## src/rtl/heq_pkg.sv

```systemverilog
// ----------------------------------------------------------------------------
// heq_pkg
// Shared types and constants of the histogram equalizer.
// ----------------------------------------------------------------------------
package heq_pkg;

  // Number of gray levels and the top level
  localparam int unsigned LEVELS     = 256;
  localparam int unsigned LEVEL_BITS = 8;
  localparam logic [7:0]  TOP_LEVEL  = 8'd255;

  // Depth of the queue between front and back
  localparam int unsigned QDEPTH = 4;

  // Item kinds as carried on in_tuser
  typedef enum logic [1:0] {
    KIND_COUNT = 2'd0,
    KIND_BUILD = 2'd1,
    KIND_MAP   = 2'd2,
    KIND_CLEAR = 2'd3
  } kind_t;

  // Classified item as queued for the back end
  typedef struct packed {
    kind_t      kind;
    logic [7:0] gray;
    logic [7:0] alpha;
  } item_t;

  // Head of the queue as seen by the back end
  typedef struct packed {
    logic  valid;
    item_t item;
  } head_t;

endpackage

```

## src/rtl/heq_front.sv

```systemverilog
// ----------------------------------------------------------------------------
// heq_front
// Input side: takes pixel transfers, derives the gray level and queues the
// classified item for the back end.
// ----------------------------------------------------------------------------
module heq_front (
  input  logic           clk,
  input  logic           rst_n,
  input  logic           in_tvalid,
  output logic           in_tready,
  input  logic [31:0]    in_tdata,   // red, green, blue, alpha (low to high)
  input  logic [1:0]     in_tuser,   // kind
  output heq_pkg::head_t head,
  input  logic           pop
);

  localparam int PW = $clog2(heq_pkg::QDEPTH);

  heq_pkg::item_t   q_mem [heq_pkg::QDEPTH];
  logic [PW-1:0]    wr_ptr_r, wr_ptr_nxt;
  logic [PW-1:0]    rd_ptr_r, rd_ptr_nxt;
  logic [PW:0]      cnt_r, cnt_nxt;
  logic [12:0]      wsum;
  heq_pkg::item_t   new_item;
  logic             push;

  // Gray level: (r*11 + g*16 + b*5) / 32
  assign wsum = {5'd0, in_tdata[7:0]} * 13'd11
              + {1'b0, in_tdata[15:8], 4'd0}
              + {5'd0, in_tdata[23:16]} * 13'd5;

  assign new_item.kind  = heq_pkg::kind_t'(in_tuser);
  assign new_item.gray  = wsum[12:5];
  assign new_item.alpha = in_tdata[31:24];

  assign in_tready = (cnt_r != (PW+1)'(heq_pkg::QDEPTH));
  assign push      = in_tvalid && in_tready;

  assign head.valid = (cnt_r != '0);
  assign head.item  = q_mem[rd_ptr_r];

  // Pointer and fill bookkeeping
  always_comb begin
    wr_ptr_nxt = push ? wr_ptr_r + 1'b1 : wr_ptr_r;
    rd_ptr_nxt = pop ? rd_ptr_r + 1'b1 : rd_ptr_r;
    cnt_nxt    = cnt_r + (PW+1)'(push) - (PW+1)'(pop);
  end

  always_ff @(posedge clk) begin
    if (!rst_n) begin
      wr_ptr_r <= '0;
      rd_ptr_r <= '0;
      cnt_r    <= '0;
    end else begin
      wr_ptr_r <= wr_ptr_nxt;
      rd_ptr_r <= rd_ptr_nxt;
      cnt_r    <= cnt_nxt;
    end
    if (push) begin
      q_mem[wr_ptr_r] <= new_item;
    end
  end

endmodule

```

## config.mk

```make
export PLATFORM = sky130hd
export DESIGN_NAME = heq_front
export DESIGN_NICKNAME = d
export VERILOG_FILES = /design/src/rtl/heq_pkg.sv /design/src/rtl/heq_front.sv
export SDC_FILE = /design/constraint.sdc
export NUM_CORES = 1
export LEC_CHECK = 0
export BUFFER_PORTS_ARGS = -buffer_cell sky130_fd_sc_hd__buf_2
export CORE_MARGIN = 5
export CORE_UTILIZATION = 31
export DETAILED_ROUTE_END_ITERATION = 10
export GPL_TIMING_DRIVEN = 0
export PLACE_DENSITY_LB_ADDON = 0.25
export SYNTH_ARGS = -nofsm -noshare
export SYNTH_HDL_FRONTEND = slang
export SYNTH_SLANG_ARGS = --single-unit
```

## constraint.sdc

```tcl
create_clock -name clk -period 6.7 [get_ports clk]
set_input_delay 0.335 -clock clk [delete_from_list [all_inputs] [get_ports clk]]
set_output_delay 0.335 -clock clk [all_outputs]
set_load 0.1 [all_outputs]
```

==> flow_results.xml, run 1 <==
<?xml version="1.0" encoding="UTF-8"?>
<metrics>
  <group name="place">
    <metric name="hpwlAfterDp" unit="µm">5586</metric>
    <metric name="place.detailed.instances" unit="">505</metric>
    <metric name="gpl.final_weighted_congestion" unit="">0.7610</metric>
    <metric name="portBuffers" unit="">57</metric>
    <metric name="detailedPlace.worstSlack" unit="ns">2.762</metric>
    <metric name="detailed_place.area" unit="µm²">4821</metric>
  </group>
  <group name="drt">
    <metric name="postRouteAntennaNets" unit="">0</metric>
    <metric name="route.vias.total" unit="">2312</metric>
    <metric name="drt-total-wl" unit="µm">7537</metric>
    <metric name="firstDrtPassIters" unit="">4</metric>
    <metric name="drt-vias-per-instance" unit="">4.438</metric>
    <metric name="drcViolationCount" unit="">0</metric>
    <metric name="initialDrtViolationCount" unit="">53</metric>
    <metric name="average_wire_per_standard_cell" unit="µm">14.47</metric>
  </group>
  <group name="floorplanning">
    <metric name="die_x" unit="µm">127.9</metric>
    <metric name="io_pins" unit="">58</metric>
    <metric name="fp.dieH" unit="µm">127.9</metric>
    <metric name="fp.coreArea" unit="µm²">13770</metric>
    <metric name="rows" unit="">43</metric>
    <metric name="die_area" unit="µm²">16360</metric>
    <metric name="initial_core_util" unit="%">31.30</metric>
  </group>
  <group name="clock_tree">
    <metric name="cts_buffers" unit="">9</metric>
    <metric name="cts-htree-levels" unit="">3</metric>
    <metric name="cts_repair_resize_count" unit="">0</metric>
    <metric name="cts.sink_count" unit="">81</metric>
    <metric name="cts.clk_slew.worst_paths" unit="ns">0.06</metric>
    <metric name="postCtsHoldBufs" unit="">0</metric>
    <metric name="clock_path_buffers" unit="">2</metric>
    <metric name="worst_skew_pair.late_latency" unit="ns">0.33</metric>
    <metric name="postCtsSetupBuffers" unit="">0</metric>
    <metric name="cts_root_buffer" unit="">sky130_fd_sc_hd__clkbuf_16</metric>
    <metric name="cts_tree" unit="">built</metric>
  </group>
  <group name="synth">
    <metric name="ys_seq_area_share" unit="%">54.34</metric>
    <metric name="post_synth_num_cell_types" unit="">30</metric>
    <metric name="synthTopCellsByArea" unit="">sky130_fd_sc_hd__edfxtp_1, sky130_fd_sc_hd__fa_1, sky130_fd_sc_hd__ha_1, sky130_fd_sc_hd__mux4_2, sky130_fd_sc_hd__dfxtp_1</metric>
    <metric name="syn-mean-instance-area" unit="µm²">16.08</metric>
    <metric name="synth_common_cells" unit="">sky130_fd_sc_hd__edfxtp_1, sky130_fd_sc_hd__inv_1, sky130_fd_sc_hd__ha_1</metric>
    <metric name="synth-async-reset-ratio" unit="%">0</metric>
    <metric name="synth_edf_count" unit="">72</metric>
    <metric name="synthesis.nets" unit="">369</metric>
    <metric name="post-synth-top-count-cell" unit="">sky130_fd_sc_hd__edfxtp_1</metric>
    <metric name="yosys.area.top_type_share" unit="%">50.16</metric>
    <metric name="synthFlopType" unit="">sky130_fd_sc_hd__edfxtp_1</metric>
    <metric name="netlist.top_cell.by_area" unit="">sky130_fd_sc_hd__edfxtp_1</metric>
    <metric name="yosys_register_bits" unit="">81</metric>
    <metric name="post_synthesis_instance_area" unit="µm²">4310</metric>
    <metric name="synth_cells" unit="">268</metric>
    <metric name="yosysWarningCount" unit="">0</metric>
  </group>
  <group name="sta">
    <metric name="clock.fmax" unit="GHz">0.2791</metric>
    <metric name="min_period" unit="ns">3.583</metric>
    <metric name="final_hold_viol_count" unit="">0</metric>
    <metric name="worst_slew_pin_slew" unit="ns">1.038</metric>
    <metric name="finalClockSkew" unit="ns">0.003179</metric>
    <metric name="worst_slack" unit="ns">3.117</metric>
    <metric name="min_period_over_period" unit="%">53.48</metric>
    <metric name="fin_setup_tns" unit="ns">0</metric>
    <metric name="grt_setup_unrepaired" unit="">no</metric>
    <metric name="finalSetupViolations" unit="">0</metric>
    <metric name="slew-limit-headroom" unit="%">30.78</metric>
    <metric name="timing_max_transition_violations_final" unit="">0</metric>
  </group>
  <group name="power">
    <metric name="power_density" unit="nW/µm²">439.2</metric>
    <metric name="irDropWorstVdd" unit="mV">0.1468</metric>
    <metric name="report.power.total" unit="mW">2.244</metric>
    <metric name="power_leakage" unit="nW">2.037</metric>
  </group>
  <group name="setup_path">
    <metric name="setup.worst_path.class" unit="">in2reg</metric>
    <metric name="cp.required" unit="ns">6.82</metric>
    <metric name="crit_path_end_kind" unit="">flip-flop</metric>
    <metric name="worstRegToRegCells" unit="">12</metric>
    <metric name="critPathTopFamily" unit="">adder cells</metric>
    <metric name="critPathMaxStageDelay" unit="ns">0.54</metric>
    <metric name="crit_chain" unit="">buf_2 &gt; ha_1 &gt; fa_1 &gt; fa_1 &gt; inv_1 &gt; fa_1 &gt; inv_1 &gt; ha_1 &gt; o21a_1 &gt; o21a_1 &gt; o31ai_1 &gt; o21a_1 &gt; o311ai_2</metric>
    <metric name="worst_path_max_fanout" unit="">4</metric>
    <metric name="worstPathArrival" unit="ns">3.70</metric>
    <metric name="number_of_stages_on_the_worst_setup_path" unit="">13</metric>
    <metric name="setup.worst_path.start_class" unit="">input pin</metric>
    <metric name="path_buf_inv" unit="">3</metric>
    <metric name="crit_slowest_cell" unit="">sky130_fd_sc_hd__fa_1</metric>
  </group>
  <group name="final_layout">
    <metric name="area.growth.synth_to_final" unit="%">18.52</metric>
    <metric name="final-seq-area" unit="µm²">2342</metric>
    <metric name="final-instance-count-excl-fill" unit="">521</metric>
    <metric name="final_layout_size_suffix_gt1_share" unit="%">27.57</metric>
    <metric name="design.final.nets" unit="">437</metric>
    <metric name="n_fill_cell" unit="">1379</metric>
    <metric name="multiInputGateArea" unit="µm²">1798</metric>
    <metric name="final_design_area_no_fill" unit="µm²">5109</metric>
    <metric name="antenna_cells" unit="">0</metric>
  </group>
  <group name="global_route">
    <metric name="wire_length_of_the_first_global_routing_pass" unit="µm">12750</metric>
    <metric name="grt_pass1_vias" unit="">2593</metric>
    <metric name="grt_start_max_net_pins" unit="">19</metric>
    <metric name="antenna_found_initial" unit="">0</metric>
    <metric name="overflow" unit="">0</metric>
    <metric name="globalRouteTotalUtil" unit="%">10.07</metric>
  </group>
  <group name="min_path">
    <metric name="hp-class" unit="">in2reg</metric>
    <metric name="worst_hold_path.num_cells" unit="">1</metric>
  </group>
  <group name="run">
    <metric name="maxCapViolCount" unit="">0</metric>
  </group>
  <group name="run_status">
    <metric name="outcome" unit="">finished, final reports clean</metric>
  </group>
</metrics>
-- logic make-up (layout without fill, tap and decap cells) --
group / count (synthesis) / count (layout) / share of synthesized area [%]
compound gates: 21 / 21 / 3.251
simple gates: 30 / 30 / 3.803
flops: 81 / 81 / 54.34
buf+inv: 43 / 116 / 3.947
mux: 18 / 18 / 9.405
fa+ha+maj: 63 / 63 / 22.82
xor+xnor: 12 / 12 / 2.438
-- worst register-to-register path: stages, from the launching register on --
cell and delay (ns):
sky130_fd_sc_hd__dfxtp_1 0.41, sky130_fd_sc_hd__nor2_1 0.07, sky130_fd_sc_hd__nand2_1 0.16, sky130_fd_sc_hd__and2_1 0.21, sky130_fd_sc_hd__inv_1 0.07, sky130_fd_sc_hd__ha_1 0.26, sky130_fd_sc_hd__inv_1 0.05, sky130_fd_sc_hd__ha_1 0.13
sky130_fd_sc_hd__inv_1 0.05, sky130_fd_sc_hd__fa_1 0.37, sky130_fd_sc_hd__xnor2_1 0.15, sky130_fd_sc_hd__xnor2_1 0.12, sky130_fd_sc_hd__and2_1 0.14
-- path summary, 6_finish.rpt --
path	from	slack, ns	to
setup / recovery	in_tdata[20]	3.12	q_mem[0][15]
hold / removal	in_tdata[31]	0.21	q_mem[1][7]
setup reg to reg	cnt_r[1]	4.39	cnt_r[2]
hold reg to reg	wr_ptr_r[1]	0.52	wr_ptr_r[1]
-- registers in the layout (all words and copies together), names as in the netlist, named ones only --
signal and flops:
cnt_r 3, q_mem 72, rd_ptr_r 2, wr_ptr_r 2
-- routing by layer --
metal / part of all wire, % / vias to the layer above / global-route usage, %
li1: - / 1105 / -
met1: 46 / 1143 / 12.70
met2: 49 / 57 / 16.39
met3: 4.7 / 7 / 2.792
met4: 1.1 / 0 / 4.057
met5: 0 / - / 0
-- power breakdown --
| group | total [mW] | internal [mW] | switching (mW) |
|---|---|---|---|
| Clock | 0.468 | 0.286 | 0.182 |
| Combinational | 1.00 | 0.296 | 0.709 |
| Sequential | 0.772 | 0.747 | 0.0243 |
| Total | 2.24 | 1.33 | 0.915 |
-- layout make-up --
cell class / instances / area share [%]
clock inverter: 6 / 1.151
buffer: 4 / 0.4653
tap: 180 / 4.409
multi-input combinational: 144 / 35.19
sequential: 81 / 45.85
inverter: 39 / 2.866
clock buffer: 10 / 4.482
timing repair buffer: 57 / 5.584
-- cells in the final DEF, fill, tap and decap left out, drive strengths merged, types with 2 or more instances in the layout --
master and instances:
edfxtp 72, buf 60, inv 39, ha 37, fa 26, mux4 18
clkbuf 11, dfxtp 9, nand2 8, xnor2 8, a21oi 7, and2 7
o21ai 5, xor2 4, and3 4, clkinv 4, o21a 3, nor2 3
nor2b 3, nand4 2, o311ai 2
-- through the flow --
| stage | util, % | hold slack, ns |
|---|---|---|
| after floorplan | - | 0.4339 |
| after global placement | 35.00 | 0.4988 |
| after detailed placement | 35.00 | 0.5144 |
| after CTS | 37.09 | 0.2021 |
| after global routing | 37.09 | 0.2053 |
| final | 37.09 | 0.2139 |
Note: power is estimated with default switching activity, not from simulation.
==> inputs of run 2 (changes only) <==
Settings changed: ABC_AREA from default to 1.
Clock period 6.7 ns to 3.19 ns, I/O delays scaled along.
==> run 2 against run 1 <==
Register-to-register slack lost 3.1 ns. Via count grew 27%. Count of clock-buffer cells in the layout is the same. Sequential share of layout area shrank 3.4 points. Non-clock buffer count grew 11. Clock skew grew 0.0029 ns. Cell area grew 8.1%. Hold slack lost 0.16 ns. Area after synthesis grew 4.0%. Cell count grew 26%. Largest power group unchanged.
==> flow_results.xml, run 2 <==
<?xml version="1.0" encoding="UTF-8"?>
<metrics>
  <group name="synth">
    <metric name="synth_edf_count" unit="">72</metric>
    <metric name="netlist.top_cell.by_area" unit="">sky130_fd_sc_hd__edfxtp_1</metric>
    <metric name="synthesis.nets" unit="">494</metric>
    <metric name="synth-async-reset-ratio" unit="%">0</metric>
    <metric name="post_synthesis_instance_area" unit="µm²">4484</metric>
    <metric name="yosys.area.top_type_share" unit="%">48.21</metric>
    <metric name="syn-mean-instance-area" unit="µm²">11.41</metric>
    <metric name="synth_cells" unit="">393</metric>
    <metric name="synth_common_cells" unit="">sky130_fd_sc_hd__edfxtp_1, sky130_fd_sc_hd__inv_1, sky130_fd_sc_hd__nor2_1</metric>
    <metric name="yosys_register_bits" unit="">81</metric>
    <metric name="synthFlopType" unit="">sky130_fd_sc_hd__edfxtp_1</metric>
    <metric name="ys_seq_area_share" unit="%">52.23</metric>
    <metric name="post-synth-top-count-cell" unit="">sky130_fd_sc_hd__edfxtp_1</metric>
    <metric name="post_synth_num_cell_types" unit="">25</metric>
    <metric name="synthTopCellsByArea" unit="">sky130_fd_sc_hd__edfxtp_1, sky130_fd_sc_hd__fa_1, sky130_fd_sc_hd__ha_1, sky130_fd_sc_hd__inv_1, sky130_fd_sc_hd__nor2_1</metric>
    <metric name="yosysWarningCount" unit="">0</metric>
  </group>
  <group name="clock_tree">
    <metric name="cts.sink_count" unit="">81</metric>
    <metric name="cts_tree" unit="">built</metric>
    <metric name="cts_root_buffer" unit="">sky130_fd_sc_hd__clkbuf_16</metric>
    <metric name="postCtsHoldBufs" unit="">0</metric>
    <metric name="worst_skew_pair.late_latency" unit="ns">0.33</metric>
    <metric name="cts_buffers" unit="">9</metric>
    <metric name="cts-htree-levels" unit="">3</metric>
    <metric name="cts.clk_slew.worst_paths" unit="ns">0.06</metric>
    <metric name="clock_path_buffers" unit="">2</metric>
  </group>
  <group name="final_layout">
    <metric name="antenna_cells" unit="">0</metric>
    <metric name="registers_with_the_most_flip_flops" unit="">q_mem x72, cnt_r x3</metric>
    <metric name="largest_register" unit="">q_mem</metric>
    <metric name="finish.utilization" unit="%">38.44</metric>
    <metric name="multiInputGateArea" unit="µm²">2032</metric>
    <metric name="layout_commonest_cell" unit="">sky130_fd_sc_hd__edfxtp_1</metric>
    <metric name="design.final.nets" unit="">567</metric>
    <metric name="area.growth.synth_to_final" unit="%">23.19</metric>
    <metric name="most-common-layout-cells" unit="">sky130_fd_sc_hd__edfxtp_1, sky130_fd_sc_hd__buf_2, sky130_fd_sc_hd__inv_1</metric>
    <metric name="n_fill_cell" unit="">1416</metric>
    <metric name="final_layout_size_suffix_gt1_share" unit="%">26.60</metric>
    <metric name="final-seq-area" unit="µm²">2342</metric>
    <metric name="largest_register_ffs" unit="">72</metric>
  </group>
  <group name="setup_path">
    <metric name="worstPathArrival" unit="ns">3.14</metric>
    <metric name="setup.worst_path.class" unit="">in2reg</metric>
    <metric name="worst_reg2reg_setup_slack" unit="ns">1.27</metric>
    <metric name="setup.worst_path.start_class" unit="">input pin</metric>
    <metric name="reg2reg_to" unit="">cnt_r[2]</metric>
    <metric name="crit_path_end_kind" unit="">flip-flop</metric>
    <metric name="worstRegToRegCells" unit="">11</metric>
    <metric name="crit-reg2reg-launch" unit="">cnt_r[1]</metric>
    <metric name="worst_path_max_fanout" unit="">4</metric>
    <metric name="cp.required" unit="ns">3.26</metric>
  </group>
  <group name="floorplanning">
    <metric name="initial_core_util" unit="%">31.21</metric>
    <metric name="die_area" unit="µm²">16970</metric>
    <metric name="io_pins" unit="">58</metric>
    <metric name="fp.dieH" unit="µm">130.3</metric>
    <metric name="rows" unit="">44</metric>
    <metric name="die_x" unit="µm">130.3</metric>
    <metric name="fp.coreArea" unit="µm²">14370</metric>
  </group>
  <group name="global_route">
    <metric name="globalRouteTotalUtil" unit="%">11.91</metric>
    <metric name="globalRouteMet1Util" unit="%">13.91</metric>
    <metric name="grt_pass1_vias" unit="">3286</metric>
    <metric name="global_route.usage.met2" unit="%">21.03</metric>
    <metric name="top_usage_layer" unit="">met2</metric>
    <metric name="wire_length_of_the_first_global_routing_pass" unit="µm">15690</metric>
    <metric name="grt_util_met3" unit="%">2.251</metric>
    <metric name="overflow" unit="">0</metric>
    <metric name="grt_start_max_net_pins" unit="">14</metric>
    <metric name="antenna_found_initial" unit="">0</metric>
  </group>
  <group name="sta">
    <metric name="min_period" unit="ns">3.070</metric>
    <metric name="worst_slew_pin_slew" unit="ns">0.5620</metric>
    <metric name="timing_max_transition_violations_final" unit="">0</metric>
    <metric name="finalClockSkew" unit="ns">0.006030</metric>
    <metric name="worst_slack" unit="ns">0.1202</metric>
    <metric name="final_hold_viol_count" unit="">0</metric>
    <metric name="slew-limit-headroom" unit="%">62.50</metric>
    <metric name="min_period_over_period" unit="%">96.23</metric>
    <metric name="finalSetupViolations" unit="">0</metric>
    <metric name="clock.fmax" unit="GHz">0.3258</metric>
  </group>
  <group name="power">
    <metric name="power_leakage" unit="nW">2.293</metric>
    <metric name="irDropWorstVdd" unit="mV">0.3043</metric>
    <metric name="report.power.total" unit="mW">5.012</metric>
    <metric name="power_density" unit="nW/µm²">907.3</metric>
  </group>
  <group name="drt">
    <metric name="average_wire_per_standard_cell" unit="µm">14.37</metric>
    <metric name="drt-total-wl" unit="µm">9396</metric>
    <metric name="drt-vias-per-instance" unit="">4.498</metric>
    <metric name="initialDrtViolationCount" unit="">82</metric>
    <metric name="firstDrtPassIters" unit="">4</metric>
    <metric name="route.vias.total" unit="">2942</metric>
    <metric name="drcViolationCount" unit="">0</metric>
    <metric name="postRouteAntennaNets" unit="">0</metric>
  </group>
  <group name="min_path">
    <metric name="worst_hold_path.num_cells" unit="">1</metric>
    <metric name="hold_path.startpoint" unit="">in_tuser[0]</metric>
    <metric name="hp-class" unit="">in2reg</metric>
    <metric name="whs_endpoint" unit="">q_mem[2][16]</metric>
  </group>
  <group name="place">
    <metric name="portBuffers" unit="">57</metric>
    <metric name="gpl.final_weighted_congestion" unit="">0.8007</metric>
    <metric name="hpwlAfterDp" unit="µm">7049</metric>
    <metric name="detailedPlace.worstSlack" unit="ns">-0.3001</metric>
  </group>
  <group name="run_status">
    <metric name="outcome" unit="">finished, final reports clean</metric>
  </group>
  <group name="run">
    <metric name="maxCapViolCount" unit="">0</metric>
  </group>
</metrics>
run 2: timing repair:
item / CTS / global route
endpoints found under the setup margin: 0 / 24
buffers inserted: 0 / 1
resized for setup: 0 / 22
run 2: routing by layer:
layer,wire length (µm),share of wire [%]
met3,371,3.9
met4,238,2.5
met1,4123,44
met2,4662,50
met5,0,0
run 2: cells by family (layout without fill, tap and decap cells):
| family | count (synthesis) | in the layout | synth area share, % |
|---|---|---|---|
| AO/OA/AOI/OAI | 76 | 76 | 9.208 |
| XOR/XNOR | 6 | 6 | 1.172 |
| adder cells (fa/ha/maj) | 63 | 63 | 21.93 |
| buffers and inverters | 71 | 148 | 6.362 |
| flip-flops | 81 | 81 | 52.23 |
| AND/OR/NAND/NOR | 96 | 96 | 9.096 |
run 2: per-stage QoR:
step | cell area [µm²] | cells | hold WS, ns | TNS [ns]
after floorplan | 4528 | 393 | 0.2530 | 0
after global placement | 5044 | 634 | 0.3705 | -5.949
after detailed placement | 5114 | 638 | 0.3825 | -6.787
after CTS | 5390 | 653 | 0.03029 | 0
after global routing | 5524 | 654 | 0.04000 | -0.01321
final | 5524 | 654 | 0.04934 | 0
run 2: worst max-delay path, stage by stage:
cell and delay [ns]:
sky130_fd_sc_hd__buf_2 0.15, sky130_fd_sc_hd__ha_4 0.24, sky130_fd_sc_hd__fa_1 0.47, sky130_fd_sc_hd__fa_1 0.54
sky130_fd_sc_hd__inv_1 0.05, sky130_fd_sc_hd__fa_1 0.53, sky130_fd_sc_hd__inv_1 0.06, sky130_fd_sc_hd__ha_4 0.30
sky130_fd_sc_hd__nand2_2 0.08, sky130_fd_sc_hd__nor3_2 0.20, sky130_fd_sc_hd__nand3_1 0.15, sky130_fd_sc_hd__nand4_1 0.13
sky130_fd_sc_hd__nand2_2 0.08
run 2: where the power goes:
part           switching, mW  internal [mW]
registers             0.0532           1.57
logic                   1.66          0.767
clock network          0.370          0.593
total                   2.08           2.93
run 2: layout make-up:
cell class	count	share of cell area, %
Inverter	61	4.168
Tap cell	184	4.168
Sequential cell	81	42.40
Buffer	10	0.9966
Clock inverter	5	0.8607
Clock buffer	10	4.145
Timing Repair Buffer	62	6.478
Multi-Input combinational cell	241	36.78
run 2: worst max path at each step:
| stage | slack (ns) | endpoint | start | cells after the start |
|---|---|---|---|---|
| floorplan | 0.04 | q_mem[0][14] | in_tdata[3] | 14 |
| CTS | 0.05 | q_mem[2][14] | in_tdata[3] | 15 |
| detailed placement | -0.30 | q_mem[3][14] | in_tdata[3] | 15 |
| finish | 0.12 | q_mem[3][14] | in_tdata[4] | 13 |
| global route | -0.003 | q_mem[3][14] | in_tdata[21] | 11 |
| global placement | -0.28 | q_mem[3][14] | in_tdata[3] | 15 |
